## src/design/clrp_pkg.sv

```systemverilog
// Shared types and constants for the cache line replacement policy block.
package clrp_pkg;

  // Replacement mode codes; the spare code behaves as LRFU
  localparam logic [1:0] MODE_FIFO  = 2'd0;
  localparam logic [1:0] MODE_LRU   = 2'd1;
  localparam logic [1:0] MODE_LRFU  = 2'd2;
  localparam logic [1:0] MODE_SPARE = 2'd3;

  // Per-line use counter, saturating
  localparam int unsigned USES_W = 16;

  // Update broadcast to every line after a scan completes
  typedef enum logic [1:0] {
    ACT_NONE,
    ACT_HIT,
    ACT_FILL,
    ACT_EVICT
  } act_t;

endpackage

```

## src/design/clrp_cell.sv

```systemverilog
// One line of the tag store: holds the line state and folds it into the passing scan token.
module clrp_cell
  import clrp_pkg::*;
#(
  parameter int unsigned LINES     = 8,
  parameter int unsigned TAG_WIDTH = 16,
  parameter int unsigned IDX       = 0,
  localparam int unsigned IDX_W    = $clog2(LINES),
  localparam int unsigned TOK_W    = 4 + 2 * TAG_WIDTH + 5 * IDX_W + USES_W,
  localparam int unsigned UPD_W    = 2 + 2 * IDX_W + TAG_WIDTH
) (
  input  logic             clk,
  input  logic             rst_n,
  input  logic [1:0]       mode,
  input  logic [TOK_W-1:0] tok_in,
  output logic [TOK_W-1:0] tok_out,
  input  logic [UPD_W-1:0] upd_in
);

  typedef struct packed {
    logic                 vld;
    logic [TAG_WIDTH-1:0] tag;
    logic                 hit;
    logic [IDX_W-1:0]     hit_idx;
    logic [IDX_W-1:0]     hit_rank;
    logic                 free;
    logic [IDX_W-1:0]     free_idx;
    logic                 vic;
    logic [IDX_W-1:0]     vic_idx;
    logic [IDX_W-1:0]     vic_rank;
    logic [USES_W-1:0]    vic_uses;
    logic [TAG_WIDTH-1:0] vic_tag;
  } tok_t;

  typedef struct packed {
    act_t                 act;
    logic [IDX_W-1:0]     idx;
    logic [IDX_W-1:0]     pivot;
    logic [TAG_WIDTH-1:0] tag;
  } upd_t;

  localparam logic [IDX_W-1:0] MY_IDX   = IDX_W'(IDX);
  localparam logic [IDX_W-1:0] TOP_RANK = IDX_W'(LINES - 1);

  logic                 valid_r,  valid_nxt;
  logic [TAG_WIDTH-1:0] tag_r,    tag_nxt;
  logic [IDX_W-1:0]     rank_r,   rank_nxt;
  logic [USES_W-1:0]    uses_r,   uses_nxt;
  tok_t                 tok_r,    tok_nxt;

  tok_t tin;
  upd_t upd;
  logic lrfu;
  logic better;
  logic me;
  logic aging;

  assign tin  = tok_t'(tok_in);
  assign upd  = upd_t'(upd_in);
  assign lrfu = (mode == MODE_LRFU) || (mode == MODE_SPARE);

  // Victim ordering: least rank, or least uses then least rank; strict compare keeps lowest index
  always_comb begin
    if (!tin.vic) begin
      better = 1'b1;
    end else if (lrfu) begin
      better = (uses_r < tin.vic_uses) ||
               ((uses_r == tin.vic_uses) && (rank_r < tin.vic_rank));
    end else begin
      better = rank_r < tin.vic_rank;
    end
  end

  // Fold this line into the token
  always_comb begin
    tok_nxt = tin;
    if (valid_r && (tag_r == tin.tag) && !tin.hit) begin
      tok_nxt.hit      = 1'b1;
      tok_nxt.hit_idx  = MY_IDX;
      tok_nxt.hit_rank = rank_r;
    end
    if (!valid_r && !tin.free) begin
      tok_nxt.free     = 1'b1;
      tok_nxt.free_idx = MY_IDX;
    end
    if (better) begin
      tok_nxt.vic      = 1'b1;
      tok_nxt.vic_idx  = MY_IDX;
      tok_nxt.vic_rank = rank_r;
      tok_nxt.vic_uses = uses_r;
      tok_nxt.vic_tag  = tag_r;
    end
  end

  // Line update from the broadcast decision
  always_comb begin
    valid_nxt = valid_r;
    tag_nxt   = tag_r;
    rank_nxt  = rank_r;
    uses_nxt  = uses_r;
    me        = (upd.idx == MY_IDX);
    aging     = 1'b0;
    case (upd.act)
      ACT_HIT: begin
        if (me) begin
          if (uses_r != {USES_W{1'b1}}) begin
            uses_nxt = uses_r + USES_W'(1);
          end
          if (mode != MODE_FIFO) begin
            rank_nxt = TOP_RANK;
          end
        end else begin
          aging = (mode != MODE_FIFO);
        end
      end
      ACT_FILL: begin
        if (me) begin
          valid_nxt = 1'b1;
          tag_nxt   = upd.tag;
          uses_nxt  = USES_W'(1);
          rank_nxt  = MY_IDX;
        end
      end
      ACT_EVICT: begin
        if (me) begin
          tag_nxt  = upd.tag;
          uses_nxt = USES_W'(1);
          rank_nxt = TOP_RANK;
        end else begin
          aging = 1'b1;
        end
      end
      default: begin
      end
    endcase
    if (aging && (rank_r > upd.pivot)) begin
      rank_nxt = rank_r - IDX_W'(1);
    end
  end

  // Line state and token stage
  always_ff @(posedge clk) begin
    if (!rst_n) begin
      valid_r   <= 1'b0;
      tok_r.vld <= 1'b0;
    end else begin
      valid_r   <= valid_nxt;
      tok_r.vld <= tok_nxt.vld;
    end
    tag_r            <= tag_nxt;
    rank_r           <= rank_nxt;
    uses_r           <= uses_nxt;
    tok_r.tag        <= tok_nxt.tag;
    tok_r.hit        <= tok_nxt.hit;
    tok_r.hit_idx    <= tok_nxt.hit_idx;
    tok_r.hit_rank   <= tok_nxt.hit_rank;
    tok_r.free       <= tok_nxt.free;
    tok_r.free_idx   <= tok_nxt.free_idx;
    tok_r.vic        <= tok_nxt.vic;
    tok_r.vic_idx    <= tok_nxt.vic_idx;
    tok_r.vic_rank   <= tok_nxt.vic_rank;
    tok_r.vic_uses   <= tok_nxt.vic_uses;
    tok_r.vic_tag    <= tok_nxt.vic_tag;
  end

  assign tok_out = tok_r;

endmodule

```

## src/design/cache_line_replacement_policy.sv

```systemverilog
// Fully associative tag store with FIFO / LRU / LRFU replacement, built as a chain of line cells.
// An accepted request's scan token is registered in each cell of the chain in turn, and the
//   result beat is registered once the token leaves the last cell.
// One request at a time: the scan token walks the cell chain one line per cycle, and the
//   next request waits until the result beat is taken.
// Reset (rst_n low, synchronous): all lines invalid, mode FIFO, no request in flight.
module cache_line_replacement_policy
  import clrp_pkg::*;
#(
  parameter int unsigned LINES     = 8,
  parameter int unsigned TAG_WIDTH = 16
) (
  input  logic                       clk,
  input  logic                       rst_n,
  input  logic                       cfg_we,
  input  logic [1:0]                 cfg_wdata,
  input  logic                       in_valid,
  output logic                       in_stall,
  input  logic [TAG_WIDTH-1:0]       in_lookup_tag,
  output logic                       out_valid,
  input  logic                       out_stall,
  output logic                       out_hit,
  output logic [$clog2(LINES)-1:0]   out_line_index,
  output logic                       out_evicted,
  output logic [TAG_WIDTH-1:0]       out_evicted_tag
);

  localparam int unsigned IDX_W = $clog2(LINES);

  typedef struct packed {
    logic                 vld;
    logic [TAG_WIDTH-1:0] tag;
    logic                 hit;
    logic [IDX_W-1:0]     hit_idx;
    logic [IDX_W-1:0]     hit_rank;
    logic                 free;
    logic [IDX_W-1:0]     free_idx;
    logic                 vic;
    logic [IDX_W-1:0]     vic_idx;
    logic [IDX_W-1:0]     vic_rank;
    logic [USES_W-1:0]    vic_uses;
    logic [TAG_WIDTH-1:0] vic_tag;
  } tok_t;

  typedef struct packed {
    act_t                 act;
    logic [IDX_W-1:0]     idx;
    logic [IDX_W-1:0]     pivot;
    logic [TAG_WIDTH-1:0] tag;
  } upd_t;

  logic [1:0]           mode_r;
  logic                 busy_r,      busy_nxt;
  logic                 out_valid_r, out_valid_nxt;
  logic                 hit_r;
  logic [IDX_W-1:0]     idx_r;
  logic                 evicted_r;
  logic [TAG_WIDTH-1:0] evicted_tag_r;

  logic in_acc;
  logic out_acc;
  tok_t seed;
  tok_t tail;
  upd_t upd;
  tok_t chain [LINES+1];

  assign in_acc  = in_valid && !in_stall;
  assign out_acc = out_valid_r && !out_stall;
  assign in_stall = busy_r || out_valid_r;

  // Fresh token for an accepted request
  always_comb begin
    seed     = '0;
    seed.vld = in_acc;
    seed.tag = in_lookup_tag;
  end

  assign chain[0] = seed;

  // Cell chain, one cell per line
  for (genvar g = 0; g < LINES; g++) begin : g_line
    clrp_cell #(
      .LINES     (LINES),
      .TAG_WIDTH (TAG_WIDTH),
      .IDX       (g)
    ) u_cell (
      .clk     (clk),
      .rst_n   (rst_n),
      .mode    (mode_r),
      .tok_in  (chain[g]),
      .tok_out (chain[g+1]),
      .upd_in  (upd)
    );
  end

  assign tail = chain[LINES];

  // Decision once the token leaves the last cell; the tag rides along to every line
  always_comb begin
    upd = '0;
    if (tail.vld) begin
      upd.tag = tail.tag;
      if (tail.hit) begin
        upd.act   = ACT_HIT;
        upd.idx   = tail.hit_idx;
        upd.pivot = tail.hit_rank;
      end else if (tail.free) begin
        upd.act   = ACT_FILL;
        upd.idx   = tail.free_idx;
      end else begin
        upd.act   = ACT_EVICT;
        upd.idx   = tail.vic_idx;
        upd.pivot = tail.vic_rank;
      end
    end
  end

  // Control next state
  always_comb begin
    busy_nxt      = busy_r;
    out_valid_nxt = out_valid_r;
    if (in_acc) begin
      busy_nxt = 1'b1;
    end
    if (tail.vld) begin
      busy_nxt      = 1'b0;
      out_valid_nxt = 1'b1;
    end else if (out_acc) begin
      out_valid_nxt = 1'b0;
    end
  end

  // Control, config and result registers
  always_ff @(posedge clk) begin
    if (!rst_n) begin
      mode_r      <= MODE_FIFO;
      busy_r      <= 1'b0;
      out_valid_r <= 1'b0;
    end else begin
      busy_r      <= busy_nxt;
      out_valid_r <= out_valid_nxt;
      if (cfg_we) begin
        mode_r <= cfg_wdata;
      end
    end
    if (tail.vld) begin
      hit_r         <= tail.hit;
      evicted_r     <= !tail.hit && !tail.free;
      evicted_tag_r <= (!tail.hit && !tail.free) ? tail.vic_tag : '0;
      idx_r         <= upd.idx;
    end
  end

  assign out_valid       = out_valid_r;
  assign out_hit         = hit_r;
  assign out_line_index  = idx_r;
  assign out_evicted     = evicted_r;
  assign out_evicted_tag = evicted_tag_r;

endmodule

```

## config.mk

```make
export PLATFORM = sky130hd
export DESIGN_NAME = cache_line_replacement_policy
export DESIGN_NICKNAME = d
export VERILOG_FILES = /design/src/design/clrp_pkg.sv /design/src/design/clrp_cell.sv /design/src/design/cache_line_replacement_policy.sv
export SDC_FILE = /design/constraint.sdc
export NUM_CORES = 1
export LEC_CHECK = 0
export BUFFER_PORTS_ARGS = -buffer_cell sky130_fd_sc_hd__clkbuf_2
export CAP_MARGIN = 20
export CORE_ASPECT_RATIO = 0.6
export CORE_UTILIZATION = 65
export DETAILED_ROUTE_END_ITERATION = 6
export PLACE_DENSITY_LB_ADDON = 0.25
export SLEW_MARGIN = 20
export SYNTH_ARGS = -nofsm -noshare
export SYNTH_HDL_FRONTEND = slang
export SYNTH_SLANG_ARGS = --single-unit
```

## constraint.sdc

```tcl
create_clock -name clk -period 8 [get_ports clk]
set_input_delay 1.6 -clock clk [delete_from_list [all_inputs] [get_ports clk]]
set_output_delay 1.6 -clock clk [all_outputs]
set_load 0.02 [all_outputs]
```

==> results of run 1 <==
## metal layers
metal  GRT usage [%]  vias to the layer above
li1                -                     8918
met1            44.3                     9181
met2            38.3                      755
met3            5.29                      121
met4            6.44                        0
met5               0                        -
## sequential cells by signal, indices dropped and copies added (netlist names)
| name | count |
|---|---|
| g_line.u_cell.tok_out | 491 |
| g_line.u_cell.tag_r | 128 |
| g_line.u_cell.uses_r | 128 |
| g_line.u_cell.rank_r | 24 |
| out_evicted_tag | 16 |
| g_line.u_cell.valid_r | 8 |
| out_line_index | 3 |
| mode_r | 2 |
| busy_r | 1 |
| out_evicted | 1 |
| out_hit | 1 |
| out_valid | 1 |
## cell usage in the layout (no fill, tap or decap), drive strengths merged, types with 9 or more instances in the layout
cell / n
dfxtp: 503
nand2b: 32
xnor2: 85
nor3: 20
or2: 17
a21oi: 53
and2: 60
o21a: 17
nand2: 117
nor2: 162
nor2b: 27
clkbuf: 144
xor2: 153
nor4: 26
a21o: 18
edfxtp: 301
clkinv: 25
o21ai: 47
inv: 158
buf: 23
nand3: 54
o21bai: 9
and3: 20
mux2i: 14
or3: 12
nand4: 61
ha: 166
mux2: 226
## critical path: stages (launching register included)
cell      delay [ns]
dfxtp_1         0.60
nor2_2          0.69
a22oi_1         0.18
nor2b_1         0.76
ha_1            0.38
a31oi_1         0.12
o21ai_0         0.13
a21oi_1         0.26
o21bai_1        0.25
## how the worst max path moves through the flow
stage,end,slack (ns),startpoint
floorplan,g_line[3].u_cell.rank_r[0]$_SDFFCE_PN1P_,5.12,g_line[7].u_cell.tok_out[66]$_SDFF_PN0_
global placement,g_line[1].u_cell.rank_r[0]$_SDFFCE_PN1P_,4.27,g_line[7].u_cell.tok_out[49]$_SDFF_PP1_
detailed placement,g_line[1].u_cell.rank_r[2]$_DFFE_PP_,4.09,g_line[7].u_cell.tok_out[49]$_SDFF_PP1_
CTS,g_line[1].u_cell.rank_r[1]$_DFFE_PP_,4.05,g_line[7].u_cell.tok_out[49]$_SDFF_PP1_
global route,g_line[1].u_cell.rank_r[1]$_DFFE_PP_,4.04,g_line[7].u_cell.tok_out[49]$_SDFF_PP1_
finish,g_line[3].u_cell.rank_r[0]$_SDFFCE_PN1P_,4.29,g_line[7].u_cell.tok_out[49]$_SDFF_PP1_
## cell type report
cell class | instances | area, sq um
tap | 640 | 801
sequential | 804 | 19100
timing repair buffer | 68 | 422
clock buffer | 99 | 1950
multi-input combinational | 1487 | 11500
clock inverter | 29 | 284
fill | 3119 | 13100
inverter | 157 | 589
## power breakdown
| group | internal (W) | switching (W) | leakage (nW) | total (W) |
|---|---|---|---|---|
| Clock | 0.00182 | 0.00148 | 1.10 | 0.00330 |
| Combinational | 0.000118 | 0.000117 | 5.07 | 0.000236 |
| Sequential | 0.00431 | 0.0000614 | 6.51 | 0.00437 |
| Total | 0.00624 | 0.00166 | 12.7 | 0.00790 |
## cells by family (layout without fill, tap and decap cells)
logic type,Yosys count,after routing,synth area share [%]
and+or+nand+nor,642,642,10.5
xor gates and xnor gates,238,238,6.63
DFF,804,804,60.7
buffers and inverters,213,353,2.83
adders and majority gates,166,166,6.60
muxes,240,240,8.53
AOI/OAI and AO/OA,201,201,4.21
## through the flow
step                total power, W  std cells
finish                     0.00790       3284
global route               0.00812       3284
CTS                        0.00792       3284
detailed placement         0.00469       3156
global placement           0.00467       3155
floorplan                  0.00460       2504
==> metrics, run 1 <==
most repeated cell in the gate-level netlist after synthesis dfxtp_1; number of rows in the core area 62; router iterations before antenna repair 5; Post-Route WL about 70 mm; Unique masters post-synth 55; Final min period roughly 3.7 ns; number of flops mapped to enable cells by yosys 301; data required time of the critical path around 8.3 ns; path class of the lowest-slack min-delay path flop to flop; final worst path period share a little under half; Non-Filler Cell Area, Final approximately 35000 sq um; total global routing overflow 0; cell area reported after detailed placement about 32000 sq um; Area growth syn-to-layout 10.2%; library cell occupying the most area in the post-synthesis netlist dfxtp_1; number of endpoints with negative hold slack in the final report 0; clock-pin slew on the worst setup and hold paths roughly 0.070 ns; number of hold buffers added after CTS 0; count of mapped cells out of synthesis roughly 2500; Max Buffers Root-to-Sink 3; mean instance size in the synthesized netlist roughly 13 sq um; layout cells sized above 1 16.0%; post-layout util approximately 73%; result of the run complete, no violations; sequential cell area fraction in the yosys report ~61%; clock latency on the worst-skew pair between 0.6 and 0.7 ns; number of primary I/O pins 46; wire length on met2 between 20 and 30 mm; Hold Startpoint g_line[6].u_cell.tok_out[65]$_DFF_P_; cells resized by post-CTS repair 0; uppermost routed layer met4; worst reg2reg endpoint g_line[3].u_cell.rank_r[0]$_SDFFCE_PN1P_; Remaining DRCs 0; vias per cell between 5 and 6; fraction of registers with async set or reset after synthesis 0%; r2r worst-path depth 8; via count of the first global-routing pass 18298; aggregate negative setup slack 0 ns; power per cell area about 230 nW/um^2; overall via count from detail_route ~19000; area inside the core boundary approximately 48000 sq um; data arrival time at the worst-slack endpoint between 3 and 4 ns; slew at the pin closest to its max-slew limit about 1.1 ns; starting density of the core around two thirds; post-CTS setup buffers 0; Max Slew Vio Count 0; sink count of the clock tree between 800 and 900; setup repair after global routing missed its margin false; Ant. Diodes 0; number of violations of the max-capacitance limit 0; Detail Route met3 WL between 5 and 6 mm; antenna violation net count after detailed routing 0; type of element launching the critical path flop; wire length of the first global-routing pass 105 mm; overall die area 49300 sq um; max-slew headroom at the worst pin 27.7%; maximum clock rate 0.269 GHz; Post-Synthesis Net Count 2693; leading post-synthesis cells by instance count dfxtp_1, edfxtp_1, mux2_2; Synth Flop Type dfxtp_1; CTS tree done; Peak supply drop between 200 and 250 uV; number of antenna violations at the first check in global routing 2; number of H-tree levels 3; DPL Wire Length 48.6 mm; area of the mapped netlist roughly 31000 sq um; dpl ws 4.09 ns; Min-Delay Path Depth 0; Routed wire per std cell 20.8 um; Routability Congestion approximately 0.90; total routed wire length on the met1 layer 34.2 mm; number of nets in the layout 2776; Worst R2R Start g_line[7].u_cell.tok_out[49]$_SDFF_PP1_; Worst Path Class, Setup flop to flop; Die H approximately 170 um; Yosys warning total 0; clock tree root driver cell clkbuf_16; Worst Slack Setup Final 4.29 ns; CP endpoint kind flop; total leakage power roughly 13 nW; width of the chip 286 um; input/output buffers 45; Yosys reg bits approximately 800; fraction of synthesized cell area taken by the top area cell type roughly a third; pin count of the biggest net entering global routing 104; endpoint of the worst hold path g_line[7].u_cell.tok_out[65]$_DFF_P_; top cells by area, synth dfxtp_1, edfxtp_1, mux2_2, ha_1, xor2_1; GRT Resource Usage Total between 20% and 30%; DRC marker count from the first detailed-route iteration about 1700; Hold Worst Slack roughly 0.36 ns; worst reg2reg setup slack approximately 4.3 ns; Clock Skews about 0.023 ns; maximum fanout along the worst path 20; number of setup violations in the final report 0; total clock buffers created by CTS a little under 70
Power figures use the tool's default switching activity.
==> run 2: changes to the inputs <==
Settings changed: CORE_UTILIZATION 65 to 56.
Clock period 8 ns to 3 ns, I/O delays scaled along.
==> metrics, run 2 (synthesized netlist as in run 1, its figures left out) <==
total leakage power 13.1 nW (+3.0%); overall die area 57200 sq um (+16%); number of endpoints with negative hold slack in the final report 0 (unchanged); type of element launching the critical path flop; via count of the first global-routing pass 18198 (-0.55%); commonest cells after routing, fill and taps aside dfxtp_1, edfxtp_1, mux2_2; number of nets in the layout 2805 (+1.0%); starting density of the core 57.4% (-8.5 points); Peak supply drop 412 uV (+83%); Clock Skews 0.0164 ns (-0.00620 ns); post-layout util 64.2% (-8.4 points); Worst Slack Setup Final 0.219 ns (-4.07 ns); data arrival time at the worst-slack endpoint 3.08 ns (-0.90 ns); pin count of the biggest net entering global routing 39 (-63%); GRT Resource Usage Total 24.5% (-3.2 points); clock latency on the worst-skew pair 0.60 ns (about the same); result of the run complete, no violations; wire length of the first global-routing pass 107 mm (+2.0%); Final min period 2.78 ns (-0.932 ns); number of setup violations in the final report 0 (unchanged); number of inserted filler cells in the final layout 4170 (+34%); clock tree root driver cell clkbuf_16; slowest stage cell on the critical path ha_1; number of antenna violations at the first check in global routing 0 (-2); Routed wire per std cell 20.2 um (-2.9%); overall via count from detail_route 18775 (-1.1%); width of the chip 308 um (+7.7%); final worst path period share 92.7% (+46 points); power per cell area 610 nW/um^2 (+170%); Remaining DRCs 0 (unchanged); Routability Congestion 0.889 (-1.7%); number of violations of the max-capacitance limit 0 (unchanged); router iterations before antenna repair 5 (unchanged); area inside the core boundary 54800 sq um (+15%); number of rows in the core area 66 (+6.5%); data required time of the critical path 3.30 ns (-4.97 ns); cells along the critical path buf_12 -> a22o_1 -> nand2_1 -> ha_1 -> a31oi_1 -> o21ai_0 -> nor2_1 -> o21a_1; number of primary I/O pins 46 (unchanged); number of instances in the placed design 3292 (+4.3%); Max Buffers Root-to-Sink 3 (unchanged); dpl ws 0.145 ns (-3.94 ns); aggregate negative setup slack 0 ns (unchanged); path class of the lowest-slack min-delay path primary input to flop; Max Slew Vio Count 0 (unchanged); number of H-tree levels 3 (unchanged); maximum fanout along the worst path 15 (-25%); Die H 186 um (+7.6%); vias per cell 5.49 (-5.0%); number of flip-flops in the largest register 491 (unchanged); CP endpoint kind flop; total clock buffers created by CTS 70 (+1.4%); maximum clock rate 0.360 GHz (+34%); DPL Wire Length 50.9 mm (+4.7%); Area growth syn-to-layout 11.9%; input/output buffers 45 (unchanged); Worst Path Class, Setup flop to flop; Post-Route WL 69.2 mm (+1.1%); CTS tree done; delay of the slowest critical-path stage 0.49 ns (-0.27 ns); count of placed standard cells in the final layout, fillers left out 3421 (+4.2%); sink count of the clock tree 804 (unchanged); setup repair after global routing missed its margin false; clock-pin slew on the worst setup and hold paths 0.07 ns (about the same); antenna violation net count after detailed routing 0 (unchanged); commonest non-fill, non-tap cell in the layout dfxtp_1; Ant. Diodes 0 (unchanged); DRC marker count from the first detailed-route iteration 1841 (+11%); layout cells sized above 1 17.1% (+1.1 points); post-CTS setup buffers 0 (unchanged); max-slew headroom at the worst pin 44.2% (+17 points); slew at the pin closest to its max-slew limit 0.837 ns (-0.248 ns); total global routing overflow 0 (unchanged)
run 2: final timing paths:
| check | startpoint | end | slack, ns | cells past startpoint |
|---|---|---|---|---|
| max | g_line[7].u_cell.tok_out[49]$_SDFF_PP1_ | g_line[0].u_cell.rank_r[0]$_DFFE_PP_ | 0.22 | 8 |
| min | in_lookup_tag[11] | g_line[0].u_cell.tok_out[61]$_DFF_P_ | 0.12 | 1 |
| max reg2reg | g_line[7].u_cell.tok_out[49]$_SDFF_PP1_ | g_line[0].u_cell.rank_r[0]$_DFFE_PP_ | 0.22 | 8 |
| min reg2reg | g_line[0].u_cell.tok_out[64]$_DFF_P_ | g_line[1].u_cell.tok_out[64]$_DFF_P_ | 0.36 | 0 |
run 2: power by group:
group / internal [W] / total, W / switching [W] / leakage, nW
clock network: 0.00517 / 0.00912 / 0.00395 / 1.15
registers: 0.0115 / 0.0117 / 0.000179 / 6.59
logic: 0.000348 / 0.000671 / 0.000323 / 5.31
total: 0.0170 / 0.0215 / 0.00445 / 13.1
run 2: final cells by class:
type / instances / area, sq um / share of cell area (%)
clock buffer: 110 / 2200 / 6.25
clock inverter: 19 / 141 / 0.402
inverter: 157 / 589 / 1.67
multi-input combinational: 1487 / 11500 / 32.7
sequential: 804 / 19100 / 54.3
tap: 748 / 936 / 2.66
timing repair buffer: 96 / 708 / 2.01
run 2: timing repair:
item | 4_1_cts | 5_1_grt
gates resized for setup | 0 | 1
endpoints found under the setup margin | 0 | 12
hold buffers | 0 | 0
run 2: metal layers:
layer	track usage, %	wire, um	vias to the layer above
met5	1.55	118	-
met4	5.25	1110	2
met3	4.17	5190	91
met2	32.4	26700	638
met1	40.6	36100	9069
li1	-	-	8975
run 2: through the flow:
step / power [W] / area (sq um) / hold WS [ns]
final: 0.0215 / 35200 / 0.123
after detailed placement: 0.0126 / 32900 / 0.355
after CTS: 0.0216 / 35200 / 0.0924
after floorplan: 0.0123 / 31500 / 0.349
after global routing: 0.0222 / 35200 / 0.0998
after global placement: 0.0126 / 32900 / 0.354
run 2: worst max-delay path: cells and delay by family (launching register included):
| family | cells | cell delay [ns] |
|---|---|---|
| AOI/OAI and AO/OA | 4 | 0.66 |
| adders and majority gates | 1 | 0.49 |
| buffers and inverters | 1 | 0.21 |
| DFF | 1 | 0.46 |
| and+or+nand+nor | 2 | 0.65 |
==> run 3: changes to the inputs <==
Settings changed: CORE_ASPECT_RATIO 0.6 to 1.25.
==> metrics, run 3 (synthesized netlist as in run 1, its figures left out) <==
Ant. Diodes 0 (unchanged); wire length of the first global-routing pass 105 mm (-1.4%); antenna violation net count after detailed routing 0 (unchanged); Area growth syn-to-layout 12.1%; endpoint of the worst hold path g_line[0].u_cell.tok_out[51]$_DFF_P_; Max Slew Vio Count 0 (unchanged); layout cells sized above 1 17.1% (+0.037 points); result of the run complete, no violations; final worst path period share 95.7% (+3.0 points); Remaining DRCs 0 (unchanged); commonest cells after routing, fill and taps aside dfxtp_1, edfxtp_1, mux2_2; count of placed standard cells in the final layout, fillers left out 3408 (-0.38%); starting density of the core 56.9% (-0.44 points); r2r worst-path depth 8 (unchanged); Routability Congestion 0.853 (-4.1%); aggregate negative setup slack 0 ns (unchanged); total clock buffers created by CTS 76 (+8.6%); number of hold buffers added after CTS 0 (unchanged); number of primary I/O pins 46 (unchanged); clock-pin slew on the worst setup and hold paths 0.06 ns (about the same); number of instances in the placed design 3268 (-0.73%); vias per cell 5.41 (-1.3%); via count of the first global-routing pass 19644 (+7.9%); largest delay contributor family on the critical path compound AO/OA/AOI/OAI gates; Peak supply drop 547 uV (+33%); delay of the slowest critical-path stage 0.56 ns (+0.07 ns); sink count of the clock tree 804 (unchanged); Routed wire per std cell 19.7 um (-2.7%); crit path buf inv count 1 (unchanged); GRT Resource Usage Total 23.8% (-0.72 points); path class of the lowest-slack min-delay path primary input to flop; Worst R2R Start g_line[3].u_cell.uses_r[13]$_SDFFCE_PN0P_; overall via count from detail_route 18453 (-1.7%); slowest stage cell on the critical path o41ai_1; worst reg2reg endpoint g_line[3].u_cell.tok_out[7]$_DFF_P_; Final min period 2.87 ns (+0.0905 ns); number of rows in the core area 96 (+45%); number of endpoints with negative hold slack in the final report 0 (unchanged); number of H-tree levels 3 (unchanged); type of element launching the critical path flop; commonest non-fill, non-tap cell in the layout dfxtp_1; total leakage power 13.1 nW (+0.26%); number of setup violations in the final report 0 (unchanged); setup repair after global routing missed its margin false; Min-Delay Path Depth 1 (unchanged); number of inserted filler cells in the final layout 4174 (+0.096%); Max Buffers Root-to-Sink 3 (unchanged); number of nets in the layout 2800 (-0.18%); maximum fanout along the worst path 26 (+11); pin count of the biggest net entering global routing 90 (+130%); path length in cells of the critical path 8 (unchanged); clock latency on the worst-skew pair 0.62 ns (+0.02 ns); Die H 267 um (+44%); max-slew headroom at the worst pin 30.1% (-14 points); overall die area 57100 sq um (about the same); maximum clock rate 0.348 GHz (-3.1%); post-layout util 63.8% (-0.36 points); width of the chip 214 um (-31%); CTS tree done; number of flip-flops in the largest register 491 (unchanged); Clock Skews 0.0269 ns (+0.0105 ns); CP endpoint kind flop; input/output buffers 45 (unchanged); number of violations of the max-capacitance limit 0 (unchanged); Worst Path Class, Setup flop to flop; total global routing overflow 0 (unchanged); router iterations before antenna repair 5 (unchanged); total power draw 0.0220 W (+2.3%); clock tree root driver cell clkbuf_16; area inside the core boundary 55300 sq um (+0.77%); worst reg2reg setup slack 0.13 ns (-0.09 ns); DRC marker count from the first detailed-route iteration 829 (-55%); slew at the pin closest to its max-slew limit 1.05 ns (+0.211 ns); data arrival time at the worst-slack endpoint 3.37 ns (+0.29 ns); DPL Wire Length 48.3 mm (-5.2%); Hold Startpoint in_lookup_tag[1]; number of antenna violations at the first check in global routing 0 (unchanged); cells along the critical path ha_1 -> and4_1 -> nand3_1 -> o41ai_1 -> nand3b_1 -> o21ai_4 -> buf_12 -> mux2_2; power per cell area 623 nW/um^2 (+2.1%); Hold Worst Slack 0.112 ns (-0.0102 ns); data required time of the critical path 3.50 ns (+0.20 ns); Post-Route WL 67.1 mm (-3.1%)
## run 3: changes by cell type in the layout (fill, tap and decap cells not counted), moves of 2 or more
cell       previous run  this run
bufinv_16             1         4
clkinv_2              6        12
buf_4                43        34
inv_6                 5         2
buf_12                8         6
clkbuf_16            77        79
clkinv_8              0         2
## run 3: how the worst max path moves through the flow
stage / endpoint / slack, ns / start
floorplan: g_line[3].u_cell.rank_r[0]$_SDFFCE_PN1P_ / 0.12 / g_line[7].u_cell.tok_out[66]$_SDFF_PN0_
global placement: g_line[3].u_cell.tok_out[7]$_DFF_P_ / 0.23 / g_line[3].u_cell.uses_r[12]$_SDFFCE_PN0P_
detailed placement: g_line[6].u_cell.tok_out[14]$_DFF_P_ / 0.18 / g_line[6].u_cell.uses_r[9]$_SDFFCE_PN0P_
CTS: g_line[1].u_cell.tok_out[23]$_DFF_P_ / 0.17 / g_line[1].u_cell.uses_r[12]$_SDFFCE_PN0P_
global route: g_line[3].u_cell.tok_out[7]$_DFF_P_ / 0.02 / g_line[3].u_cell.uses_r[13]$_SDFFCE_PN0P_
finish: g_line[3].u_cell.tok_out[7]$_DFF_P_ / 0.13 / g_line[3].u_cell.uses_r[13]$_SDFFCE_PN0P_
## run 3: layer usage
metal / wire, um / up-vias / track usage [%]
met5: 0 / - / 0
met4: 2390 / 0 / 10.4
met3: 2020 / 138 / 2.92
met2: 36500 / 348 / 46.1
met1: 26200 / 9016 / 25.8
li1: - / 8951 / -
## run 3: worst reg2reg max path: cells and delay by family (launching register included)
family	cells	cell delay [ns]
AO/OA/AOI/OAI	2	0.73
adder cells (fa/ha/maj)	1	0.34
buffers and inverters	1	0.24
flip-flops	1	0.48
multiplexers	1	0.41
AND/OR/NAND/NOR	3	0.57
## run 3: where the power goes
group | switching, W | internal (W) | total, W
registers | 0.000164 | 0.0115 | 0.0117
clock network | 0.00407 | 0.00557 | 0.00964
logic | 0.000318 | 0.000347 | 0.000665
total | 0.00455 | 0.0174 | 0.0220
## run 3: final cells by class
type                            count  area [sq um]  area share (%)
Timing Repair Buffer               85           601            1.70
Clock inverter                     28           292           0.826
Multi-Input combinational cell   1487         11500            32.7
Clock buffer                      112          2240            6.35
Inverter                          157           589            1.67
Sequential cell                   804         19100            54.2
Tap cell                          735           920            2.61
## run 3: stage by stage
stage	cell area, sq um	setup WS [ns]
6_report	35300	0.128
5_1_grt	35300	0.0162
4_1_cts	35300	0.169
3_5_place_dp	32700	0.178
3_3_place_gp	32700	0.230
2_1_floorplan	31500	0.121
## run 3: timing repair
item,4_1_cts,5_1_grt
endpoints found under the setup margin,0,25
setup buffers,0,0
resized for setup,0,2
